`src/hw/rtl/lkvt_pkg.sv`:
```
// ----------------------------------------------------------------------------
// lkvt_pkg
// Shared types and constants of the linear key-value table: operation and
// status codes, field widths and packed stream widths.
// ----------------------------------------------------------------------------
package lkvt_pkg;

  localparam int unsigned KEY_W    = 64;
  localparam int unsigned VALUE_W  = 64;
  localparam int unsigned OP_W     = 2;
  localparam int unsigned STATUS_W = 2;
  localparam int unsigned COUNT_W  = 5;

  // Stream payloads, padded to whole bytes.
  localparam int unsigned IN_BITS   = OP_W + KEY_W + VALUE_W;
  localparam int unsigned IN_DATA_W = ((IN_BITS + 7) / 8) * 8;
  localparam int unsigned OUT_BITS   = STATUS_W + VALUE_W + COUNT_W;
  localparam int unsigned OUT_DATA_W = ((OUT_BITS + 7) / 8) * 8;

  typedef enum logic [OP_W-1:0] {
    OP_CLEAR  = 2'd0,
    OP_INSERT = 2'd1,
    OP_LOOKUP = 2'd2,
    OP_DELETE = 2'd3
  } op_t;

  typedef enum logic [STATUS_W-1:0] {
    ST_OK        = 2'd0,
    ST_NOT_FOUND = 2'd1,
    ST_FULL      = 2'd2
  } status_t;

endpackage

```
`src/hw/rtl/lkvt_ram.sv`:
```
// ----------------------------------------------------------------------------
// lkvt_ram
// Simple dual-port synchronous RAM: one write port, one read port with
// registered read data. No reset on contents.
// ----------------------------------------------------------------------------
module lkvt_ram #(
  parameter int unsigned WIDTH = 64,
  parameter int unsigned DEPTH = 16
) (
  input  logic                                   clk,
  input  logic                                   wr_en,
  input  logic [((DEPTH > 1) ? $clog2(DEPTH) : 1)-1:0] wr_addr,
  input  logic [WIDTH-1:0]                       wr_data,
  input  logic                                   rd_en,
  input  logic [((DEPTH > 1) ? $clog2(DEPTH) : 1)-1:0] rd_addr,
  output logic [WIDTH-1:0]                       rd_data
);

  logic [WIDTH-1:0] mem [DEPTH];

  always_ff @(posedge clk) begin
    if (wr_en) begin
      mem[wr_addr] <= wr_data;
    end
  end

  always_ff @(posedge clk) begin
    if (rd_en) begin
      rd_data <= mem[rd_addr];
    end
  end

endmodule

```
`src/hw/rtl/linear_key_value_table.sv`:
```
// ----------------------------------------------------------------------------
// linear_key_value_table
// Small key-value table with linear search, kept packed in insertion order.
// ----------------------------------------------------------------------------
// Each input item carries an opcode (clear, insert/update, lookup, delete),
// a 64-bit key and a 64-bit value, and yields exactly one result item with
// a status, the value found on a lookup hit and the pair count after the
// operation. Keys and values sit in two synchronous RAMs of ENTRIES words,
// read one entry per cycle. Clear empties the table and goes straight to
// S_FIN without a scan. Insert, lookup and delete scan from entry 0 upward
// and stop at the first hit or after the last live entry. A delete hit at h
// then moves every later pair down one place, one pair per cycle through
// the RAM read port. The single read port walking the stores sets how long
// an item takes. One item is worked on at a time; the next is taken as
// soon as the result is parked in the output register, even while that
// result waits for m_tready. RAM contents need no clearing pass: only
// entries below the pair count are ever read.
// ----------------------------------------------------------------------------
module linear_key_value_table #(
  parameter int unsigned ENTRIES = 16
) (
  input  logic                           clk,
  input  logic                           rst,
  // Input items.
  input  logic                           s_tvalid,
  output logic                           s_tready,
  // [1:0] opcode, [65:2] key, [129:66] value, [135:130] zero
  input  logic [lkvt_pkg::IN_DATA_W-1:0]  s_tdata,
  // Result items.
  output logic                           m_tvalid,
  input  logic                           m_tready,
  // [1:0] status, [65:2] found_value, [70:66] entry_count, [71] zero
  output logic [lkvt_pkg::OUT_DATA_W-1:0] m_tdata
);

  localparam int unsigned CW = $clog2(ENTRIES + 1);
  localparam int unsigned IW = (ENTRIES > 1) ? $clog2(ENTRIES) : 1;
  localparam logic [CW-1:0] FULL_COUNT = CW'(ENTRIES);

  typedef enum logic [1:0] {
    S_IDLE,
    S_SCAN,
    S_SHIFT,
    S_FIN
  } state_t;

  state_t                             state;
  lkvt_pkg::op_t                      op_q;
  logic [lkvt_pkg::KEY_W-1:0]         key_q;
  logic [lkvt_pkg::VALUE_W-1:0]       val_q;
  logic [CW-1:0]                      count;
  logic [CW-1:0]                      ptr;
  logic                               rd_vld;
  logic [CW-1:0]                      rd_idx;
  lkvt_pkg::status_t                  res_status;
  logic [lkvt_pkg::VALUE_W-1:0]       res_value;

  logic                               s_acc;
  logic                               rd_issue;
  logic                               hit;
  logic                               last;
  logic                               miss;
  logic [CW+4:0]                      count_ext;

  logic                               kw_en;
  logic [IW-1:0]                      kw_addr;
  logic [lkvt_pkg::KEY_W-1:0]         kw_data;
  logic                               vw_en;
  logic [IW-1:0]                      vw_addr;
  logic [lkvt_pkg::VALUE_W-1:0]       vw_data;
  logic [lkvt_pkg::KEY_W-1:0]         key_rd;
  logic [lkvt_pkg::VALUE_W-1:0]       val_rd;

  assign s_tready = (state == S_IDLE);
  assign s_acc    = s_tvalid && s_tready;

  // Issue one RAM read per cycle while walking live entries.
  assign rd_issue = ((state == S_SCAN) || (state == S_SHIFT)) && (ptr < count);
  assign hit      = (state == S_SCAN) && rd_vld && (key_rd == key_q);
  assign last     = rd_vld && (rd_idx == (count - CW'(1)));
  // Miss: last live entry compared without a match, or nothing stored.
  assign miss     = (state == S_SCAN) && !hit && ((rd_vld && last) || (count == '0));

  lkvt_ram #(
    .WIDTH (lkvt_pkg::KEY_W),
    .DEPTH (ENTRIES)
  ) u_key_ram (
    .clk     (clk),
    .wr_en   (kw_en),
    .wr_addr (kw_addr),
    .wr_data (kw_data),
    .rd_en   (rd_issue),
    .rd_addr (ptr[IW-1:0]),
    .rd_data (key_rd)
  );

  lkvt_ram #(
    .WIDTH (lkvt_pkg::VALUE_W),
    .DEPTH (ENTRIES)
  ) u_val_ram (
    .clk     (clk),
    .wr_en   (vw_en),
    .wr_addr (vw_addr),
    .wr_data (vw_data),
    .rd_en   (rd_issue),
    .rd_addr (ptr[IW-1:0]),
    .rd_data (val_rd)
  );

  // Write-port steering: update in place on an insert hit, append on an insert
  // miss while not full, or move a pair down one slot while shifting after a delete.
  always_comb begin
    kw_en   = 1'b0;
    kw_addr = rd_idx[IW-1:0];
    kw_data = key_rd;
    vw_en   = 1'b0;
    vw_addr = rd_idx[IW-1:0];
    vw_data = val_rd;
    unique case (state)
      S_SCAN: begin
        if (hit && (op_q == lkvt_pkg::OP_INSERT)) begin
          vw_en   = 1'b1;
          vw_data = val_q;
        end else if (miss && (op_q == lkvt_pkg::OP_INSERT) && (count < FULL_COUNT)) begin
          kw_en   = 1'b1;
          kw_addr = count[IW-1:0];
          kw_data = key_q;
          vw_en   = 1'b1;
          vw_addr = count[IW-1:0];
          vw_data = val_q;
        end
      end
      S_SHIFT: begin
        if (rd_vld) begin
          kw_en   = 1'b1;
          kw_addr = rd_idx[IW-1:0] - IW'(1);
          vw_en   = 1'b1;
          vw_addr = rd_idx[IW-1:0] - IW'(1);
        end
      end
      default: begin
      end
    endcase
  end

  assign count_ext = {5'd0, count};

  always_ff @(posedge clk) begin
    if (rst) begin
      state    <= S_IDLE;
      count    <= '0;
      ptr      <= '0;
      rd_vld   <= 1'b0;
      m_tvalid <= 1'b0;
    end else begin
      // Drop a stale read when a scan ends on a hit.
      rd_vld <= rd_issue && !hit;
      rd_idx <= ptr;
      // Restart the walk on a new item, jump past a deleted pair, else advance.
      if (s_acc) begin
        ptr <= '0;
      end else if (hit && (op_q == lkvt_pkg::OP_DELETE)) begin
        ptr <= rd_idx + CW'(1);
      end else if (rd_issue) begin
        ptr <= ptr + CW'(1);
      end
      if (m_tready && (state != S_FIN)) begin
        m_tvalid <= 1'b0;
      end

      unique case (state)
        S_IDLE: begin
          if (s_acc) begin
            op_q       <= lkvt_pkg::op_t'(s_tdata[1:0]);
            key_q      <= s_tdata[65:2];
            val_q      <= s_tdata[129:66];
            res_status <= lkvt_pkg::ST_OK;
            res_value  <= '0;
            if (lkvt_pkg::op_t'(s_tdata[1:0]) == lkvt_pkg::OP_CLEAR) begin
              count <= '0;
              state <= S_FIN;
            end else begin
              state <= S_SCAN;
            end
          end
        end
        S_SCAN: begin
          if (hit) begin
            state <= S_FIN;
            unique case (op_q)
              lkvt_pkg::OP_LOOKUP: begin
                res_value <= val_rd;
              end
              lkvt_pkg::OP_DELETE: begin
                if ((rd_idx + CW'(1)) < count) begin
                  state <= S_SHIFT;
                end else begin
                  count <= count - CW'(1);
                end
              end
              default: begin
              end
            endcase
          end else if (miss) begin
            state <= S_FIN;
            if (op_q == lkvt_pkg::OP_INSERT) begin
              if (count < FULL_COUNT) begin
                count <= count + CW'(1);
              end else begin
                res_status <= lkvt_pkg::ST_FULL;
              end
            end else begin
              res_status <= lkvt_pkg::ST_NOT_FOUND;
            end
          end
        end
        S_SHIFT: begin
          if (last) begin
            count <= count - CW'(1);
            state <= S_FIN;
          end
        end
        S_FIN: begin
          // Park the result once the output register is free.
          if (!m_tvalid || m_tready) begin
            m_tvalid <= 1'b1;
            m_tdata  <= {1'b0, count_ext[4:0], res_value, res_status};
            state    <= S_IDLE;
          end
        end
        default: begin
          state <= S_IDLE;
        end
      endcase
    end
  end

  a_count_bound: assert property (@(posedge clk) disable iff (rst)
    count <= FULL_COUNT)
    else $error("pair count above table size");

  a_idle_no_read: assert property (@(posedge clk) disable iff (rst)
    (state == S_IDLE) |-> !rd_vld)
    else $error("read data pending while idle");

  a_clear_count: assert property (@(posedge clk) disable iff (rst)
    (s_acc && (s_tdata[1:0] == lkvt_pkg::OP_CLEAR)) |=> (count == '0))
    else $error("clear did not empty the table");

  a_write_busy: assert property (@(posedge clk) disable iff (rst)
    (kw_en || vw_en) |-> ((state == S_SCAN) || (state == S_SHIFT)))
    else $error("RAM write outside scan or shift");

endmodule
```
`config.mk`:
```
export PLATFORM = sky130hd
export DESIGN_NAME = linear_key_value_table
export DESIGN_NICKNAME = d
export VERILOG_FILES = /design/src/hw/rtl/lkvt_pkg.sv /design/src/hw/rtl/lkvt_ram.sv /design/src/hw/rtl/linear_key_value_table.sv
export SDC_FILE = /design/constraint.sdc
export NUM_CORES = 2
export LEC_CHECK = 0
export BUFFER_PORTS_ARGS = -buffer_cell sky130_fd_sc_hd__buf_4
export CAP_MARGIN = 20
export CORE_UTILIZATION = 55
export CTS_BUF_LIST = sky130_fd_sc_hd__clkbuf_4 sky130_fd_sc_hd__clkbuf_8
export DETAILED_ROUTE_END_ITERATION = 12
export HOLD_SLACK_MARGIN = 0.03
export PLACE_DENSITY = 0.81
export SKIP_LAST_GASP = 1
export SYNTH_ARGS = -nofsm -noshare
export SYNTH_HDL_FRONTEND = slang
export SYNTH_SLANG_ARGS = --single-unit
```
`constraint.sdc`:
```
create_clock -name clk -period 15.5 [get_ports clk]
set_input_delay 3.1 -clock clk [delete_from_list [all_inputs] [get_ports clk]]
set_output_delay 3.1 -clock clk [all_outputs]
set_load 0.005 [all_outputs]
```
==> results.sh <==
export IMPL_status="finished, final reports clean"
export IMPL_grtUsageTotal_pct=24.8
export IMPL_syn_area_per_cell_um2=24.2
export IMPL_cellPowerDensity_mw_per_mm2=139
export IMPL_start_util_pct=55.6
export IMPL_portBuffers=206
export IMPL_dp_hpwl_um=108000
export IMPL_cts_root_buf="clkbuf_8"
export IMPL_grt_remaining_overflow=0
export IMPL_wl_met2_um=106000
export IMPL_r2r_end="u_val_ram.mem[5][20]"
export IMPL_report_final_slew_viol_count=0
export IMPL_wl_per_cell_um=31.0
export IMPL_drive_above_1_share_pct=36.3
export IMPL_skew_ps=87.8
export IMPL_yosys_area_top_type="edfxtp_1"
export IMPL_drt_pre_antenna_iters=5
export IMPL_post_cts_hold_buffer_count=0
export IMPL_cp_arrival_ps=6620
export IMPL_power_mw=14.6
export IMPL_num_fill_cells=10200
export IMPL_syn2layout_area_growth_pct=12.7
export IMPL_multiInputGateArea_mm2=0.0188
export IMPL_min_period_ps=5950
export IMPL_netlist_area_mm2=0.0932
export IMPL_hold_viol=0
export IMPL_synthesis_instances=3845
export IMPL_core_mm2=0.168
export IMPL_die_w_um=414
export IMPL_critPathKind="flop to flop"
export IMPL_cts_tree="done"
export IMPL_dpl_cell_area_mm2=0.0979
export IMPL_syn_nets=4003
export IMPL_post_cts_setup_buffers=0
export IMPL_highest_layer="met5"
export IMPL_grt_max_degree=143
export IMPL_clk_path_buf_depth=4
export IMPL_wl_met3_um=22300
export IMPL_synth_warnings=0
export IMPL_setup_ws_ps=9550
export IMPL_rr_worst_depth=10
export IMPL_ys_flop_type="edfxtp_1"
export IMPL_finalWirelength_um=212000
export IMPL_setup_viol=0
export IMPL_numCtsBuffers=375
export IMPL_critical_path_buf_inv_count=2
export IMPL_place_congestion=0.800
export IMPL_cap_violations=0
export IMPL_required_ps=16170
export IMPL_slew_headroom_pct=26.4
export IMPL_pre_cts_ws_ps=9520
export IMPL_postSynthRegisterBits=2462
export IMPL_synth_edf_count=2448
export IMPL_reg2reg_from="key_q[39]"
export IMPL_die_y_um=414
export IMPL_min_from="res_value[27]"
export IMPL_r2r_slack_ps=9550
export IMPL_crit_family="simple AND/OR/NAND/NOR gates"
export IMPL_rsz0062_at_grt="no"
export IMPL_setup_tns_ps=0
export IMPL_clk_pin_slew_ps=60
export IMPL_worst_path_max_delay_cell="nor4_2"
export IMPL_fin_nets=4512
export IMPL_clock_sinks=2462
export IMPL_fmax_mhz=168
export IMPL_synth_common_cells="edfxtp_1, mux4_2, clkbuf_1"
export IMPL_dieArea_mm2=0.171
export IMPL_vias=44100
export IMPL_h_tree_depth=5
export IMPL_ant_nets=0
export IMPL_start_kind="flop"
export IMPL_async_reset_ff_share_pct=0
export IMPL_p_leak_nw=32.3
export IMPL_first_iter_violations=5873
export IMPL_grt_pass1_wl_um=303000
export IMPL_seqCellArea_mm2=0.0738
export IMPL_yosys_cell_count_top_type="edfxtp_1"
export IMPL_yosysTopAreaCellShare_pct=78.9
export IMPL_end_kind="flop"
export IMPL_cts_resized=0
export IMPL_worst_slew_pin_slew_ps=1100
export IMPL_final_area_mm2=0.105
export IMPL_antenna_found_initial=11
export IMPL_max_stage_delay_ps=830
export IMPL_crit_chain="xor2_1, nor4_2, nand4_1, nor4_1, nand3_1, o21ai_4, o221ai_1, nor4_2, buf_4, buf_4"
export IMPL_peakVddDrop_mv=0.0890
export IMPL_viasPerCell=6.46
export IMPL_yosysUniqueCellTypes=58
export IMPL_wl_met1_um=76800
export IMPL_cp_max_fo=35
export IMPL_ioPinCount=214
export IMPL_drc=0
export IMPL_hold_class="flop to flop"
export IMPL_grt_pass1_vias=45100
export IMPL_finalCritPeriodShare_pct=38.4
export IMPL_yosysSeqAreaShare_pct=79.2
export IMPL_rows=150
export IMPL_clock_latency_ps=1050
export IMPL_hold_end="m_tdata[29]"
export IMPL_synth_area_leaders="edfxtp_1, mux4_2, mux2_2"
export IMPL_hold_depth=0
## worst max-delay path by stage
stage	start	end	slack (ps)	cells after the start
floorplan	count[0]	u_val_ram.mem[0][0]	6030	11
global placement	key_q[47]	u_val_ram.mem[11][20]	9090	10
detailed placement	s_tvalid	val_q[16]	9520	5
CTS	key_q[47]	u_val_ram.mem[12][7]	9540	10
global route	key_q[47]	u_val_ram.mem[12][28]	9320	10
finish	key_q[39]	u_val_ram.mem[5][20]	9550	10
## cell usage in the layout (no fill, tap or decap), types with 15 or more instances in the layout
cell type / count
nand3_1: 16
nand2_1: 30
mux2_2: 117
clkinv_1: 96
clkbuf_8: 381
edfxtp_1: 2448
xnor2_1: 19
nand2b_1: 24
mux4_2: 640
clkbuf_4: 99
buf_4: 308
clkinv_2: 54
nor4_2: 34
o21ai_0: 16
and2_1: 67
ha_1: 17
nor2_1: 21
xor2_1: 37
inv_1: 28
nor2b_1: 15
## cell families after synthesis
| family | share of synthesized area (%) |
|---|---|
| flip-flops | 79.2 |
| multiplexers | 16.9 |
| AND/OR/NAND/NOR | 1.50 |
| buffers and inverters | 0.890 |
| AO/OA/AOI/OAI | 0.698 |
| XOR/XNOR | 0.551 |
| adder cells (fa/ha/maj) | 0.242 |
| other | 0.00403 |
## sequential cells by signal (all words and copies together), names as in the netlist, 64 cells and up
signal,cells
u_val_ram.mem,1024
key_q,64
m_tdata,71
u_val_ram.rd_data,64
u_key_ram.rd_data,64
val_q,64
u_key_ram.mem,1024
res_value,64
## power breakdown
part           total (mW)  switching, mW  internal, mW
logic                1.47          0.941         0.530
registers            8.02          0.121          7.90
clock network        5.11           2.39          2.72
## per-stage QoR
step	hold WS [ps]	instances	util, %
floorplan	400	3845	-
global placement	403	6177	58.4
detailed placement	405	6181	58.4
CTS	401	6831	62.6
global route	415	6836	62.6
finish	409	6836	62.6
## metal layers
layer  GRT usage (%)  up-vias
li1                -    17500
met1            34.0    23100
met2            39.9     3092
met3            5.40      422
met4            8.79        6
met5               0        -
## final cells by class
cell class,count,area share [%]
Multi-Input combinational cell,1168,17.9
Timing Repair Buffer,317,2.33
Antenna cell,5,0.0119
Clock inverter,170,1.01
Clock buffer,480,5.70
Inverter,30,0.112
Tap cell,2204,2.63
Sequential cell,2462,70.3
No activity file was read; power rests on OpenSTA's default activity.
